$ cat src/rtl/rtcp_receiver_report_builder_defines.svh
// Assertion helpers for the receiver report builder.
`ifndef RTCP_RECEIVER_REPORT_BUILDER_DEFINES_SVH
`define RTCP_RECEIVER_REPORT_BUILDER_DEFINES_SVH

// Same-cycle implication, disabled while in reset.
`define RRB_ASSERT_NOW(label, clk, rst_n, ante, cons) \
  label: assert property (@(posedge clk) disable iff (!rst_n) (ante) |-> (cons)) \
    else $error("rrb assertion failed");

// Next-cycle implication, disabled while in reset.
`define RRB_ASSERT_NEXT(label, clk, rst_n, ante, cons) \
  label: assert property (@(posedge clk) disable iff (!rst_n) (ante) |=> (cons)) \
    else $error("rrb assertion failed");

`endif

$ cat src/rtl/rrb_pkg.sv
package rrb_pkg;

  localparam int unsigned WORD_W     = 32;
  localparam int unsigned FRAC_W     = 8;
  localparam int unsigned LOST_LO_W  = 24;
  localparam int unsigned IDX_W      = 3;
  // one quotient bit per cell
  localparam int unsigned DIV_STEPS  = FRAC_W;

  localparam logic [7:0]  HDR_BYTE0    = 8'h81;
  localparam logic [7:0]  PKT_TYPE_RR  = 8'd201;
  localparam logic [15:0] LEN_WORDS    = 16'd7;
  localparam logic [WORD_W-1:0] RR_HEADER = {HDR_BYTE0, PKT_TYPE_RR, LEN_WORDS};
  localparam logic [FRAC_W-1:0] FRAC_MAX  = '1;

  // configuration register indexes
  typedef enum logic [1:0] {
    CFG_OWN_SSRC      = 2'd0,
    CFG_REPORTED_SSRC = 2'd1
  } cfg_reg_t;

  // packet word positions
  typedef enum logic [IDX_W-1:0] {
    W_HEADER   = 3'd0,
    W_OWN_SSRC = 3'd1,
    W_REP_SSRC = 3'd2,
    W_LOSS     = 3'd3,
    W_HIGHEST  = 3'd4,
    W_JITTER   = 3'd5,
    W_LSR      = 3'd6,
    W_DLSR     = 3'd7
  } word_pos_t;

  typedef struct packed {
    logic [WORD_W-1:0] highest_seq;
    logic [WORD_W-1:0] base_seq;
    logic [WORD_W-1:0] received_count;
    logic [WORD_W-1:0] jitter_value;
  } rrb_req_t;

  typedef struct packed {
    logic [WORD_W-1:0] report_word;
    logic [IDX_W-1:0]  word_index;
    logic              last_word;
  } rrb_word_t;

  // payload carried along the divider chain
  typedef struct packed {
    logic [WORD_W-1:0]    rem;
    logic [WORD_W-1:0]    divisor;
    logic [FRAC_W-1:0]    quo;
    logic [LOST_LO_W-1:0] lost_lo;
    logic [WORD_W-1:0]    highest;
    logic [WORD_W-1:0]    jitter;
    logic                 force_zero;
    logic                 force_max;
  } rrb_cell_t;

  typedef struct packed {
    logic      valid;
    rrb_cell_t data;
  } rrb_stage_t;

endpackage

$ cat src/rtl/rrb_prep.sv
// Front cell: expected and lost counts, divider setup.
module rrb_prep (
  input  logic              clk,
  input  logic              rst_n,
  input  logic              adv,
  input  logic              in_valid,
  input  rrb_pkg::rrb_req_t in_req,
  output rrb_pkg::rrb_stage_t stage_out
);

  logic                        valid_r;
  rrb_pkg::rrb_cell_t          data_r;
  rrb_pkg::rrb_cell_t          data_nxt;
  logic [rrb_pkg::WORD_W-1:0]  expected;
  logic [rrb_pkg::WORD_W-1:0]  lost;

  // expected = highest - base + 1 unless the sequence went backwards
  always_comb begin
    if (in_req.highest_seq >= in_req.base_seq) begin
      expected = in_req.highest_seq - in_req.base_seq + rrb_pkg::WORD_W'(1);
    end else begin
      expected = in_req.received_count;
    end
    lost = (expected > in_req.received_count) ? expected - in_req.received_count : '0;
  end

  // lost never exceeds expected: equal means everything lost (saturate)
  always_comb begin
    data_nxt.force_zero = (expected == '0);
    data_nxt.force_max  = (expected != '0) && (lost == expected);
    data_nxt.rem        = (data_nxt.force_max) ? '0 : lost;
    data_nxt.divisor    = expected;
    data_nxt.quo        = '0;
    data_nxt.lost_lo    = lost[rrb_pkg::LOST_LO_W-1:0];
    data_nxt.highest    = in_req.highest_seq;
    data_nxt.jitter     = in_req.jitter_value;
  end

  always_ff @(posedge clk) begin
    if (!rst_n) begin
      valid_r <= 1'b0;
    end else if (adv) begin
      valid_r <= in_valid;
    end
  end

  always_ff @(posedge clk) begin
    if (adv) begin
      data_r <= data_nxt;
    end
  end

  assign stage_out.valid = valid_r;
  assign stage_out.data  = data_r;

endmodule

$ cat src/rtl/rrb_div_cell.sv
// One restoring-division step: produces one fraction bit per cell.
module rrb_div_cell (
  input  logic                clk,
  input  logic                rst_n,
  input  logic                adv,
  input  rrb_pkg::rrb_stage_t stage_in,
  output rrb_pkg::rrb_stage_t stage_out
);

  logic                        valid_r;
  rrb_pkg::rrb_cell_t          data_r;
  rrb_pkg::rrb_cell_t          data_nxt;
  logic [rrb_pkg::WORD_W:0]    rem2;
  logic [rrb_pkg::WORD_W:0]    div_ext;
  logic                        ge;

  // remainder stays below the divisor, so 2*rem fits in WORD_W+1 bits
  always_comb begin
    rem2     = {stage_in.data.rem, 1'b0};
    div_ext  = {1'b0, stage_in.data.divisor};
    ge       = (rem2 >= div_ext);
    data_nxt = stage_in.data;
    data_nxt.rem = ge ? rrb_pkg::WORD_W'(rem2 - div_ext) : rem2[rrb_pkg::WORD_W-1:0];
    data_nxt.quo = {stage_in.data.quo[rrb_pkg::FRAC_W-2:0], ge};
  end

  always_ff @(posedge clk) begin
    if (!rst_n) begin
      valid_r <= 1'b0;
    end else if (adv) begin
      valid_r <= stage_in.valid;
    end
  end

  always_ff @(posedge clk) begin
    if (adv) begin
      data_r <= data_nxt;
    end
  end

  assign stage_out.valid = valid_r;
  assign stage_out.data  = data_r;

endmodule

$ cat src/rtl/rrb_serializer.sv
// Holds one finished report and sends it out a word per cycle while out_ready is high.
module rrb_serializer (
  input  logic                       clk,
  input  logic                       rst_n,
  input  rrb_pkg::rrb_stage_t        stage_in,
  output logic                       take,
  input  logic [rrb_pkg::WORD_W-1:0] own_ssrc,
  input  logic [rrb_pkg::WORD_W-1:0] rep_ssrc,
  output logic                       out_valid,
  input  logic                       out_ready,
  output rrb_pkg::rrb_word_t         out_data
);

  logic                        active_r;
  logic [rrb_pkg::IDX_W-1:0]   idx_r;
  logic [rrb_pkg::WORD_W-1:0]  loss_r;
  logic [rrb_pkg::WORD_W-1:0]  highest_r;
  logic [rrb_pkg::WORD_W-1:0]  jitter_r;
  logic [rrb_pkg::FRAC_W-1:0]  frac;
  logic                        at_last;

  assign at_last = (idx_r == rrb_pkg::W_DLSR);
  // free when empty or the final word leaves this cycle
  assign take    = !active_r || (out_ready && at_last);

  always_comb begin
    if (stage_in.data.force_zero) begin
      frac = '0;
    end else if (stage_in.data.force_max) begin
      frac = rrb_pkg::FRAC_MAX;
    end else begin
      frac = stage_in.data.quo;
    end
  end

  always_ff @(posedge clk) begin
    if (!rst_n) begin
      active_r <= 1'b0;
      idx_r    <= '0;
    end else if (take) begin
      active_r <= stage_in.valid;
      idx_r    <= '0;
    end else if (out_ready) begin
      idx_r    <= idx_r + rrb_pkg::IDX_W'(1);
    end
  end

  always_ff @(posedge clk) begin
    if (take && stage_in.valid) begin
      loss_r    <= {frac, stage_in.data.lost_lo};
      highest_r <= stage_in.data.highest;
      jitter_r  <= stage_in.data.jitter;
    end
  end

  // word select
  always_comb begin
    case (idx_r)
      rrb_pkg::W_HEADER:   out_data.report_word = rrb_pkg::RR_HEADER;
      rrb_pkg::W_OWN_SSRC: out_data.report_word = own_ssrc;
      rrb_pkg::W_REP_SSRC: out_data.report_word = rep_ssrc;
      rrb_pkg::W_LOSS:     out_data.report_word = loss_r;
      rrb_pkg::W_HIGHEST:  out_data.report_word = highest_r;
      rrb_pkg::W_JITTER:   out_data.report_word = jitter_r;
      default:             out_data.report_word = '0;
    endcase
    out_data.word_index = idx_r;
    out_data.last_word  = at_last;
  end

  assign out_valid = active_r;

endmodule

$ cat src/rtl/rtcp_receiver_report_builder.sv
// RTCP receiver report builder. Each accepted request becomes one eight-word
// receiver report (header, own SSRC, reported SSRC, fraction/lost, highest
// sequence, jitter, LSR = 0, DLSR = 0), sent one word per cycle while out_ready
// is high, with its index and a last-word flag. The output side sets the rate.
// A request passes a setup cell and eight division cells (one fraction bit
// each) before reaching the serializer; up to nine further requests queue
// in the chain while a report drains. Configuration writes are always
// accepted and should be made only while no report is pending.
`include "rtcp_receiver_report_builder_defines.svh"

module rtcp_receiver_report_builder (
  input  logic                       clk,
  input  logic                       rst_n,
  input  logic                       in_valid,
  output logic                       in_ready,
  input  rrb_pkg::rrb_req_t          in_data,
  output logic                       out_valid,
  input  logic                       out_ready,
  output rrb_pkg::rrb_word_t         out_data,
  input  logic                       cfg_valid,
  output logic                       cfg_ready,
  input  logic [1:0]                 cfg_index,
  input  logic [rrb_pkg::WORD_W-1:0] cfg_data
);

  logic [rrb_pkg::WORD_W-1:0] own_ssrc_r;
  logic [rrb_pkg::WORD_W-1:0] rep_ssrc_r;
  rrb_pkg::rrb_stage_t        chain [0:rrb_pkg::DIV_STEPS];
  logic                       take;
  logic                       adv;

  // configuration registers
  assign cfg_ready = 1'b1;

  always_ff @(posedge clk) begin
    if (!rst_n) begin
      own_ssrc_r <= '0;
      rep_ssrc_r <= '0;
    end else if (cfg_valid) begin
      case (cfg_index)
        rrb_pkg::CFG_OWN_SSRC:      own_ssrc_r <= cfg_data;
        rrb_pkg::CFG_REPORTED_SSRC: rep_ssrc_r <= cfg_data;
        default: ;
      endcase
    end
  end

  // the chain moves unless a finished report waits at its tail
  assign adv      = !(chain[rrb_pkg::DIV_STEPS].valid && !take);
  assign in_ready = adv;

  rrb_prep u_prep (
    .clk       (clk),
    .rst_n     (rst_n),
    .adv       (adv),
    .in_valid  (in_valid),
    .in_req    (in_data),
    .stage_out (chain[0])
  );

  for (genvar g = 0; g < rrb_pkg::DIV_STEPS; g++) begin : g_div
    rrb_div_cell u_cell (
      .clk       (clk),
      .rst_n     (rst_n),
      .adv       (adv),
      .stage_in  (chain[g]),
      .stage_out (chain[g+1])
    );
  end

  rrb_serializer u_ser (
    .clk       (clk),
    .rst_n     (rst_n),
    .stage_in  (chain[rrb_pkg::DIV_STEPS]),
    .take      (take),
    .own_ssrc  (own_ssrc_r),
    .rep_ssrc  (rep_ssrc_r),
    .out_valid (out_valid),
    .out_ready (out_ready),
    .out_data  (out_data)
  );

  // a report stalled at the chain tail holds its contents
  `RRB_ASSERT_NEXT(a_tail_hold, clk, rst_n, !adv, $stable(chain[rrb_pkg::DIV_STEPS]))
  // words of one report advance by one with no gap
  `RRB_ASSERT_NEXT(a_word_step, clk, rst_n, out_valid && out_ready && !out_data.last_word,
    out_valid && (out_data.word_index == $past(out_data.word_index) + 3'd1))
  // first word is always the fixed header
  `RRB_ASSERT_NOW(a_header, clk, rst_n, out_valid && (out_data.word_index == rrb_pkg::W_HEADER),
    out_data.report_word == rrb_pkg::RR_HEADER)

endmodule
$ cat config.mk
export PLATFORM = sky130hd
export DESIGN_NAME = rtcp_receiver_report_builder
export DESIGN_NICKNAME = d
export VERILOG_FILES = /design/src/rtl/rrb_pkg.sv /design/src/rtl/rrb_prep.sv /design/src/rtl/rrb_div_cell.sv /design/src/rtl/rrb_serializer.sv /design/src/rtl/rtcp_receiver_report_builder.sv
export VERILOG_INCLUDE_DIRS = /design/src /design/src/rtl
export SDC_FILE = /design/constraint.sdc
export NUM_CORES = 2
export LEC_CHECK = 0
export BUFFER_PORTS_ARGS = -buffer_cell sky130_fd_sc_hd__clkbuf_2
export CELL_PAD_IN_SITES_DETAIL_PLACEMENT = 0
export CELL_PAD_IN_SITES_GLOBAL_PLACEMENT = 1
export CORE_AREA = 2 2 385 387
export CTS_CLUSTER_DIAMETER = 100
export DETAILED_ROUTE_END_ITERATION = 8
export DIE_AREA = 0 0 387 389
export PLACE_DENSITY_LB_ADDON = 0.08
export SLEW_MARGIN = 10
export SYNTH_ARGS = -nofsm -noshare
export SYNTH_HDL_FRONTEND = slang
export SYNTH_SLANG_ARGS = --single-unit
$ cat constraint.sdc
create_clock -name clk -period 46.7 [get_ports clk]
set_clock_uncertainty 0.15 [all_clocks]
set_input_delay 9.34 -clock clk [delete_from_list [all_inputs] [get_ports clk]]
set_output_delay 9.34 -clock clk [all_outputs]
set_load 0.03 [all_outputs]
Word-level counts from Yosys, hierarchy flattened
Cells that the tools add are included. W data, S select, Z words.

Bits in registers: 1531. Latch bits: 0. RAM bits: 0. ROM bits: 0. Input bits: 167. Output and inout port bits: 39. Word-level logic and storage cells: 149. Memories: 0.

Add/sub/neg operators: 11. Multipliers: 0. Div/mod/pow operators: 0. $lt $le $gt $ge: 10. Eq/ne operators: 8. Shift-type cells: 0. Mux-type cells: 11. Bitwise logic cells: 1. Reduce and logical (&&, ||, !) cells: 15.

Operator list (number): $mux W32 (9); $sub A32 B32 Y32 (9); $ge A33 B32 Y1 (8); $pmux W32 S6 (1); $add A32 B1 Y32 const B (1); $eq A32 B32 Y1 (1); $ge A32 B32 Y1 (1); $gt A32 B32 Y1 (1); $logic_not A32 Y1 (1); $reduce_bool A32 Y1 (1); $eq A3 B3 Y1 const B (3); $mux W8 (1); $eq A3 B2 Y1 const B (2); $logic_and A1 B1 Y1 (4); $reduce_and A2 Y1 (2); $add A3 B1 Y3 const B (1); $eq A3 B1 Y1 const B (1); $logic_not A1 Y1 (3); $logic_not A3 Y1 (1); $eq A2 B1 Y1 const B (1); $logic_not A2 Y1 (1); $reduce_or A2 Y1 (1); $logic_or A1 B1 Y1 (1); $not A1 Y1 (1).

Depth between registers and ports, before layout
Depth after elaboration: 7. Gate-level depth with buffers: 32. Depth with buffers taken out: 27.

By module
Synthesis repeated with hierarchy kept, for this count alone.

Cells, all modules: 5877. Area, all modules: 76489.6 um2.

Modules (own cells, without submodules): rrb_div_cell (times used 8, cells an instance 522, area each 7308.3 um2, seq. area each 4884.7 um2); rrb_prep (times used 1, cells an instance 1159, area each 11337.1 um2, seq. area each 4644.5 um2); rrb_serializer (times used 1, cells an instance 294, area each 4190.3 um2, seq. area each 2962.8 um2); rtcp_receiver_report_builder (times used 1, cells an instance 248, area each 2496.1 um2, seq. area each 1281.2 um2).

Least setup slack after synthesis
No wires, ideal clock.

Path type: input -> output. From: in out_ready. To: out in_ready. Data arrival time: 37.974 ns. Data required time: 37.210 ns. Setup slack: -0.764 ns. Cell stages on the path: 2. Buffers on the path: 0. Cell sequence: a21boi_0 > nand2_1.

Longest elaborated chain between the ends: 5.

Ends and longest elaborated chain: from (decl) (RTL line rtcp_receiver_report_builder.sv:18) `input logic out_ready,`; $logic_and A1 B1 Y1 (RTL line rrb_serializer.sv:24) `assign take = !active_r || (out_ready && at_last);`; $logic_or A1 B1 Y1 (RTL line rrb_serializer.sv:24); $logic_not A1 Y1 (RTL line rtcp_receiver_report_builder.sv:49) `assign adv = !(chain[rrb_pkg::DIV_STEPS].valid && !take);`; $logic_and A1 B1 Y1 (RTL line rtcp_receiver_report_builder.sv:49); $logic_not A1 Y1 (RTL line rtcp_receiver_report_builder.sv:49); to (decl) (RTL line rtcp_receiver_report_builder.sv:15) `output logic in_ready,`.

Every way passes these cells.

Worst setup path after layout
Same ends and word-level chain as after synthesis.

==> impl_metrics.yaml <==
status:
  run_status: "finished clean"
place:
  placed_cell_area_sq_mm: 0.0717
  io_buffer_count: 204
  hpwl_mm: 110
  place_congestion: 0.914
floorplan:
  die-area_sq_mm: 0.151
  fp.coreArea_sq_mm: 0.147
  io_pins: 206
  rows: 141
  dieWidth_microns: 387
  start_util_pct: 46.6
  fp.dieH_microns: 389
worst_setup_path:
  startpoint_type: "input pin"
  arrival_ns: 10.68
  cp_slowest_stage_delay_ns: 0.40
  timing.rr.end: "g_div[1].u_cell.stage_out[153]"
  cp_common_cell: "clkbuf_2"
  endpoint_kind: "output port"
  reg2reg_depth: 9
  critPathKind: "input pin to output port"
  r2r_setup_slack_ns: 41.05
  rr_startpoint: "u_ser.idx_r[0]"
  cp_max_fo: 78
  slowest_stage: "nand2_8"
  cp_cell_sequence: "clkbuf_2 > a21boi_1 > buf_4 > nand2_8 > clkbuf_2"
  cp.required_ns: 37.21
timing:
  slew_headroom_pct: 25.3
  whs_ns: 0.227
  worst_slew_pin_slew_ns: 1.12
  slew_violations: 0
  finalSetupViolCount: 0
  finalCritPeriodShare_pct: 43.2
  tns_ns: 0
  fmax_mhz: 49.6
  rsz0062_at_grt: "false"
  period_needed_ns: 20.17
  hold_viol: 0
clock_network:
  cts-root-buf: "clkbuf_16"
  cts_made_buffers: 160
  htreeDepth: 4
  cts.sinks: 1531
  clk_path_buf_depth: 3
  holdBufCountCts: 0
  post_cts_resized: 0
  clk_latency_ns: 0.80
  clk_pin_slew_ns: 0.06
  cts_tree: "done"
  cts_setup_buffers: 0
synth:
  synth-edff-count: 1454
  seq_area_frac_synth_pct: 66.2
  synth_top_area_cell: "edfxtp_1"
  async_flop_share_pct: 0
  synth_most_common_cell: "edfxtp_1"
  ys.flop_type: "edfxtp_1"
  synth.avg_cell_area_sq_um: 13.3
  synthCells: 5132
  syn_nets: 5680
  ys_ff_latch: 1531
  synthTopCellsByCount: "edfxtp_1 (1454), inv_1 (454), nand2_1 (411)"
  syn_area_sq_mm: 0.0683
  synthTopCellsByArea: "edfxtp_1 (64%), ha_1 (6.5%), a21oi_1 (2.5%)"
  yosys_warnings: 0
  yosysUniqueCellTypes: 86
  yosys.area.top_type_share_pct: 64.0
power:
  intPower_w: 0.00333
  p_seq_share_pct: 41.5
  vdd_drop_max_mv: 0.0383
  power.density_mw_per_mm2: 63.8
  power_frac_comb_pct: 32.5
  switching_share_pct: 32.3
  clkPwrFrac_pct: 25.9
  cellLeakagePower_nw: 31.1
  power.switching_w: 0.00159
finish:
  fin_nets: 5973
  layout-drive-gt1-share_pct: 10.9
  regArea_sq_mm: 0.0452
  multi_input_comb_area_sq_mm: 0.0209
  fillers: 12500
  post-route-util_pct: 52.6
  diodes: 0
  area_growth_pct: 13.0
  fin_area_sq_mm: 0.0771
drt:
  drt_wl_total_mm: 149
  dr.pass1.iters: 6
  detail_route.iter0.violations: 2637
  vias_per_cell: 5.25
  num_vias: 39300
  drc: 0
  drt-wirelength-per-cell_microns: 19.9
  ant_nets: 0
worst_hold_path:
  worstHoldEndpoint: "g_div[5].u_cell.stage_out[73]"
  hold_class: "register to register"
  hold_depth: 0
  hp-start: "g_div[4].u_cell.stage_out[73]"
grt:
  gr-usage-all-layers_pct: 19.8
  grt_pass1_vias: 38500
  antenna_found_initial: 4
  overflow: 0
  grt_max_degree: 181
  grt_pass1_wl_mm: 228
job:
  max_cap_viol_count: 0
final cells by class:
type | instances | area share [%]
flip-flops and latches | 1531 | 58.6
inverters | 454 | 2.21
clock inverters | 93 | 1.63
clock buffers | 205 | 5.44
repair buffers | 252 | 1.86
multi-input cells | 3026 | 27.1
well taps | 1930 | 3.13
power groups by stage:
stage	sequential, W	clock, W	combinational (W)
final	0.00204	0.00128	0.00160
after global routing	0.00208	0.00137	0.00180
after CTS	0.00205	0.00132	0.00161
after detailed placement	0.00208	0	0.00160
after global placement	0.00207	0	0.00160
after floorplan	0.00199	0	0.00122
metal layers:
layer	vias up	wire [microns]	global-route usage [%]
li1	19500	-	-
met1	18700	68400	27.1
met2	766	69800	32.0
met3	277	5220	2.74
met4	2	5810	8.16
met5	-	13	0
logic make-up (layout without fill, tap and decap cells):
group           Yosys count  count (layout)  share of synthesized area (%)
xor+xnor                250             250                           3.21
buf+inv                 575            1004                           3.21
mux                     101             101                           1.65
fa+ha+maj               381             381                           7.25
simple gates           1204            1204                           8.33
compound gates         1089            1089                           10.1
other cells               1               1                        0.00549
flops                  1531            1531                           66.2
flip-flops by register name (all words and copies together) (netlist names):
signal	cells
g_div.u_cell.stage_out	1204
g_div.u_cell.valid_r	8
own_ssrc_r	32
rep_ssrc_r	32
u_prep.stage_out	154
u_prep.valid_r	1
u_ser.highest_r	32
u_ser.idx_r	3
u_ser.jitter_r	32
u_ser.loss_r	32
u_ser.out_valid	1
stage by stage:
stage | instances | power (W) | setup WS (ns)
6_report | 7491 | 0.00492 | 26.53
5_1_grt | 7491 | 0.00524 | 26.43
4_1_cts | 7491 | 0.00498 | 26.53
3_5_place_dp | 7193 | 0.00367 | 26.53
3_3_place_gp | 7193 | 0.00367 | 26.47
2_1_floorplan | 5132 | 0.00321 | 11.80
cell usage in the layout (no fill, tap or decap), types with 21 or more instances in the layout:
master	n
a21o_1	104
dfxtp_1	77
clkinv_1	30
a211oi_1	32
a22oi_1	44
o21ai_0	210
nor4_1	27
clkbuf_2	204
clkbuf_1	43
ha_1	356
nand4_1	56
clkbuf_16	160
nor2_1	277
nor2b_1	54
xor2_1	100
edfxtp_1	1454
or3_1	23
nand2b_1	68
mux2_2	82
o21a_1	33
nor3_1	86
buf_4	44
o21bai_1	29
a21oi_1	345
a21boi_0	84
a31oi_1	37
nand3_1	95
fa_1	24
xnor2_1	150
nand2_1	407
and3_1	21
inv_1	454
how the worst max path moves through the flow:
stage | start | end | slack [ns] | depth (start not counted)
2_1_floorplan | out_ready | in_ready | 11.80 | 2
3_3_place_gp | out_ready | in_ready | 26.47 | 5
3_5_place_dp | out_ready | in_ready | 26.53 | 5
4_1_cts | out_ready | in_ready | 26.53 | 5
5_1_grt | out_ready | in_ready | 26.43 | 5
6_report | out_ready | in_ready | 26.53 | 5
worst max-delay path, delay by kind of cell:
family | cells | cell delay, ns
AOI/OAI and AO/OA | 1 | 0.17
and+or+nand+nor | 1 | 0.40
buffers and inverters | 3 | 0.72
(Power assumes the default switching activity.)
